<file path="config.mk">
export PLATFORM = sky130hd
export DESIGN_NAME = stbs_controller
export DESIGN_NICKNAME = d
export VERILOG_FILES = /design/src/stbs_pkg.sv /design/src/stbs_controller.sv
export SDC_FILE = /design/constraint.sdc
export NUM_CORES = 1
export LEC_CHECK = 0
export BUFFER_PORTS_ARGS = -buffer_cell sky130_fd_sc_hd__buf_2
export CAP_MARGIN = 20
export CORE_AREA = 4 4 41 43
export DETAILED_ROUTE_END_ITERATION = 12
export DIE_AREA = 0 0 45 47
export PLACE_DENSITY = 0.63
export SYNTH_ARGS = -nofsm -noshare
export SYNTH_HDL_FRONTEND = slang
export SYNTH_SLANG_ARGS = --single-unit
export TNS_END_PERCENT = 20
</file>
<file path="constraint.sdc">
create_clock -name clock -period 2.8 [get_ports clock]
set_input_delay 0.7 -clock clock [delete_from_list [all_inputs] [get_ports clock]]
set_output_delay 0.7 -clock clock [all_outputs]
set_load 0.01 [all_outputs]
</file>
<file path="src/stbs_pkg.sv">
// Shared definitions for the sort-then-binary-search core.
// Holds default sizes and the command and status bundles between the
// controller and the datapath. Depends on nothing.
`default_nettype none
package stbs_pkg;

   // Default sizes of the element store.
   localparam int CAPACITY    = 256;
   localparam int VALUE_WIDTH = 32;

   // Request kinds carried in tuser.
   localparam logic REQ_LOAD   = 1'b0;
   localparam logic REQ_SEARCH = 1'b1;

   // Commands from the controller, one per step of work.
   typedef struct packed {
      logic load;      // accept a load word
      logic search;    // accept a search word
      logic rd_first;  // read element 0 to start a pass
      logic take_first;// capture element 0 as the running maximum
      logic rd_next;   // read element j
      logic compare;   // compare element j, write back slot j-1
      logic pass_end;  // write the running maximum at the pass end
      logic probe;     // issue a search probe at the midpoint
      logic probe_cmp; // compare the probed element with the key
      logic rsp_sort;  // post the load-finished answer
      logic rsp_search;// post the search answer
   } cmd_type;

   // Status back to the controller.
   typedef struct packed {
      logic short_array; // finished array has fewer than two elements
      logic j_at_end;    // element j is the last of this pass
      logic stop_sort;   // pass made no swap, or only one pair is left
      logic range_empty; // search range low > high
      logic hit;         // probed element equals the key
      logic slot_free;   // output register can take a word
   } status_type;

endpackage
`default_nettype wire

</file>
<file path="src/stbs_controller.sv">
// Controller state machine of the sort-then-binary-search core.
// Sequences loads, the bubble-sort passes and the search probes.
// Depends on stbs_pkg.
`default_nettype none
module stbs_controller (
   input  wire logic                clock,
   input  wire logic                reset,
   input  wire logic                req_tvalid,
   output logic                     req_tready,
   input  wire logic                req_kind,
   input  wire logic                req_last,
   input  wire stbs_pkg::status_type status,
   output stbs_pkg::cmd_type        cmd
);

   localparam logic [3:0] ST_IDLE      = 4'd0;
   localparam logic [3:0] ST_RD_FIRST  = 4'd1;
   localparam logic [3:0] ST_TAKE      = 4'd2;
   localparam logic [3:0] ST_RD_NEXT   = 4'd3;
   localparam logic [3:0] ST_COMPARE   = 4'd4;
   localparam logic [3:0] ST_PASS_END  = 4'd5;
   localparam logic [3:0] ST_PROBE     = 4'd6;
   localparam logic [3:0] ST_PROBE_CMP = 4'd7;
   localparam logic [3:0] ST_RSP_SORT  = 4'd8;
   localparam logic [3:0] ST_RSP_SRCH  = 4'd9;

   logic [3:0] state_ff, state_in;
   logic       accept;

   assign req_tready = (state_ff == ST_IDLE);
   assign accept     = req_tvalid && req_tready;

   // Next state and the command of the current step.
   always_comb begin
      state_in = state_ff;
      cmd      = '0;
      case (state_ff)
         ST_IDLE: begin
            if (accept) begin
               if (req_kind == stbs_pkg::REQ_SEARCH) begin
                  cmd.search = 1'b1;
                  state_in   = ST_PROBE;
               end else begin
                  cmd.load = 1'b1;
                  if (req_last) begin
                     state_in = status.short_array ? ST_RSP_SORT : ST_RD_FIRST;
                  end
               end
            end
         end
         ST_RD_FIRST: begin
            cmd.rd_first = 1'b1;
            state_in     = ST_TAKE;
         end
         ST_TAKE: begin
            cmd.take_first = 1'b1;
            state_in       = ST_RD_NEXT;
         end
         ST_RD_NEXT: begin
            cmd.rd_next = 1'b1;
            state_in    = ST_COMPARE;
         end
         ST_COMPARE: begin
            cmd.compare = 1'b1;
            state_in    = status.j_at_end ? ST_PASS_END : ST_RD_NEXT;
         end
         ST_PASS_END: begin
            cmd.pass_end = 1'b1;
            state_in     = status.stop_sort ? ST_RSP_SORT : ST_RD_FIRST;
         end
         ST_PROBE: begin
            if (status.range_empty) begin
               state_in = ST_RSP_SRCH;
            end else begin
               cmd.probe = 1'b1;
               state_in  = ST_PROBE_CMP;
            end
         end
         ST_PROBE_CMP: begin
            cmd.probe_cmp = 1'b1;
            state_in      = status.hit ? ST_RSP_SRCH : ST_PROBE;
         end
         ST_RSP_SORT: begin
            if (status.slot_free) begin
               cmd.rsp_sort = 1'b1;
               state_in     = ST_IDLE;
            end
         end
         ST_RSP_SRCH: begin
            if (status.slot_free) begin
               cmd.rsp_search = 1'b1;
               state_in       = ST_IDLE;
            end
         end
         default: begin
            state_in = ST_IDLE;
         end
      endcase
   end

   always_ff @(posedge clock) begin
      if (reset) begin
         state_ff <= ST_IDLE;
      end else begin
         state_ff <= state_in;
      end
   end

endmodule
`default_nettype wire

</file>
==> impl_metrics.yaml <==
floorplan:
  die_h_um: 47
  dieWidth_um: 45
  row_count: 13
  dieArea_um2: 2120
  start_util_pct: 28.7
  ios: 23
  core_region_area_um2: 1300
clocking:
  cts-resized-gates: 0
  numCtsBuffers: 3
  hold_buffers: 0
  cts_num_sinks: 4
  htreeDepth: 1
  cts-root-buf: "clkbuf_4"
  cts_buffer_depth: 2
  insertion_delay_ns: 0.23
  cts_tree: "done"
  clkTransAtPathRegs_ns: 0.04
  cts_setup_buffers: 0
worst_setup_path:
  worstPathMaxFanout: 15
  r2r_slack_ns: 1.34
  rr_worst_depth: 4
  path_class: "reg -> out"
  critPathLaunchType: "register"
  end_kind: "primary output"
  slowest_delay_ns: 0.57
  r2r_end: "state_ff[3]"
  required_ns: 2.10
  r2r-start: "state_ff[2]"
  arrival_ns: 1.61
  crit_slowest_cell: "or4_4"
  crit_chain: "or4_4 > nor2_1 > and2_1 > buf_2"
timing:
  finalMaxSlewViolations: 0
  fmax_ghz: 0.433
  worst_slew_pin_slew_ns: 0.460
  finalHoldViolCount: 0
  fin_skew_ns: 0.00170
  finalSetupViolCount: 0
  min_period_ns: 2.31
  fin_crit_sh_pct: 82.4
  slew_headroom_pct: 69.3
  hold_ws_ns: 0.696
  setup_tns_ns: 0
  rsz0062_at_grt: "false"
run:
  maxCapViolCount: 0
synthesis:
  netlist.area_leader.share_pct: 21.5
  synth_edf_count: 0
  ys_types: 23
  yosys.area.top_type: "dfxtp_1"
  synth_fp_nets: 66
  synth_most_common_cell: "nor3_1"
  synthTopCellsByCount: "8 x nor3_1, 7 x nor2_1, 6 x a21oi_1, 4 x dfxtp_1, 4 x nand2b_1"
  synthArstFlopShare_pct: 0
  synthCells: 55
  ys_seq_area_share_pct: 21.5
  ys_top_cells_by_area: "dfxtp_1 21%, nor3_1 11%, a21oi_1 8.1%"
  ys.warnings.count: 0
  ys.flop_type: "dfxtp_1"
  synth.cell_area_um2: 373
  ys_ff_latch: 4
  synth_area_per_cell_um2: 6.78
placed_design:
  place_area_um2: 477
  io_buffers: 22
  place_congestion: 0.781
  dp_hpwl_um: 804
run_status:
  status: "complete, no violations"
pwr:
  intPower_mw: 0.257
  total_power_mw: 0.482
  power_density_nw_per_um2: 965
  p_switching_mw: 0.225
  pwr-share-seq_pct: 30.1
  combPwrFrac_pct: 55.6
  p_leak_nw: 0.232
  pwr-share-clk_pct: 14.3
  vdd_drop_max_mv: 0.489
  swShare_pct: 46.8
finish:
  top_regs: "state_ff x4"
  drive_gt1_share_pct: 35.5
  largest_register: "state_ff"
  synthToLayoutAreaGrowth_pct: 33.9
  antenna_cells: 0
  final_nets: 89
  stdcell_area_um2: 499
  largest_reg_flops: 4
grt:
  grt_pass1_vias: 418
  grt_max_degree: 16
  met1_usage_pct: 13.7
  antenna_found_initial: 0
  track_usage_pct: 11.1
  grt_use_met3_pct: 7.66
  top_usage_layer: "met2"
  overflow: 0
  met2_usage_pct: 17.2
  grt_pass1_wl_um: 1720
drt:
  ant_nets: 0
  num_vias: 469
  drt_iter0_drc: 8
  routedWlPerCell_um: 11.0
  firstDrtPassIters: 4
  wirelength_um: 1000
  vias_per_cell: 5.15
  drc: 0
hold_path:
  hold_depth: 1
  worstHoldEndpoint: "state_ff[3]"
  hp-start: "state_ff[1]"
  hp-class: "reg -> reg"
[area by class of cell]
type	instances	area (um2)
inverter	3	11.3
timing repair buffer	22	110
sequential	4	80.1
tap	15	18.8
multi-input combinational	44	256
clock buffer	3	22.5
fill	150	802
[metal layers]
| metal | wire length (um) | share of wire (%) |
|---|---|---|
| met2 | 407 | 41 |
| met3 | 109 | 11 |
| met1 | 485 | 48 |
| met5 | 0 | 0 |
| met4 | 0 | 0 |
[placed cells by master (no fill, tap or decap)]
master / count
nor4b_1: 2
a21oi_1: 6
nand2b_1: 4
mux2i_1: 1
buf_2: 22
and3_1: 1
a31oi_1: 3
o21ai_0: 1
and2_1: 1
clkbuf_4: 3
nand3b_1: 1
nor2_1: 7
inv_1: 3
o22ai_1: 2
nand2_1: 2
o211ai_1: 1
nor2b_1: 1
dfxtp_1: 4
a311oi_1: 1
nor3_1: 8
or4_4: 1
a211o_2: 1
[critical path, delay by kind of cell, from the launching register on]
kind                   cells  cell delay, ns
buffers and inverters      1            0.12
DFF                        1            0.43
and+or+nand+nor            3            0.83
[power groups by stage]
stage                     Clock [mW]  Sequential, mW  Combinational [mW]
after global routing          0.0775           0.156               0.301
after CTS                     0.0731           0.144               0.270
final                         0.0691           0.145               0.268
after floorplan                    0          0.0952               0.250
after global placement             0           0.144               0.267
after detailed placement           0           0.144               0.269
[logic make-up (layout without fill, tap and decap cells)]
| family | count (synthesis) | in the layout | share of synthesized area, % |
|---|---|---|---|
| AND/OR/NAND/NOR | 28 | 28 | 41.3 |
| multiplexers | 1 | 1 | 2.68 |
| buffers and inverters | 7 | 28 | 9.73 |
| flip-flops | 4 | 4 | 21.5 |
| AO/OA/AOI/OAI | 15 | 15 | 24.8 |
[per-stage QoR]
stage               instances  utilization [%]  worst slack [ns]
floorplan                  55                -             0.819
global placement           88             36.6             0.758
detailed placement         88             36.6             0.738
CTS                        91             38.4             0.487
global route               91             38.4             0.386
finish                     91             38.4             0.493
[worst max-delay path by stage]
stage / startpoint / endpoint / slack, ns / cells after the start
2_1_floorplan: state_ff[3] / cmd[9] / 0.82 / 4
3_3_place_gp: state_ff[2] / cmd[10] / 0.76 / 4
3_5_place_dp: state_ff[2] / cmd[10] / 0.74 / 4
4_1_cts: state_ff[2] / cmd[10] / 0.49 / 4
5_1_grt: state_ff[2] / cmd[10] / 0.39 / 4
6_report: state_ff[2] / cmd[10] / 0.49 / 4
(Power assumes the default switching activity.)
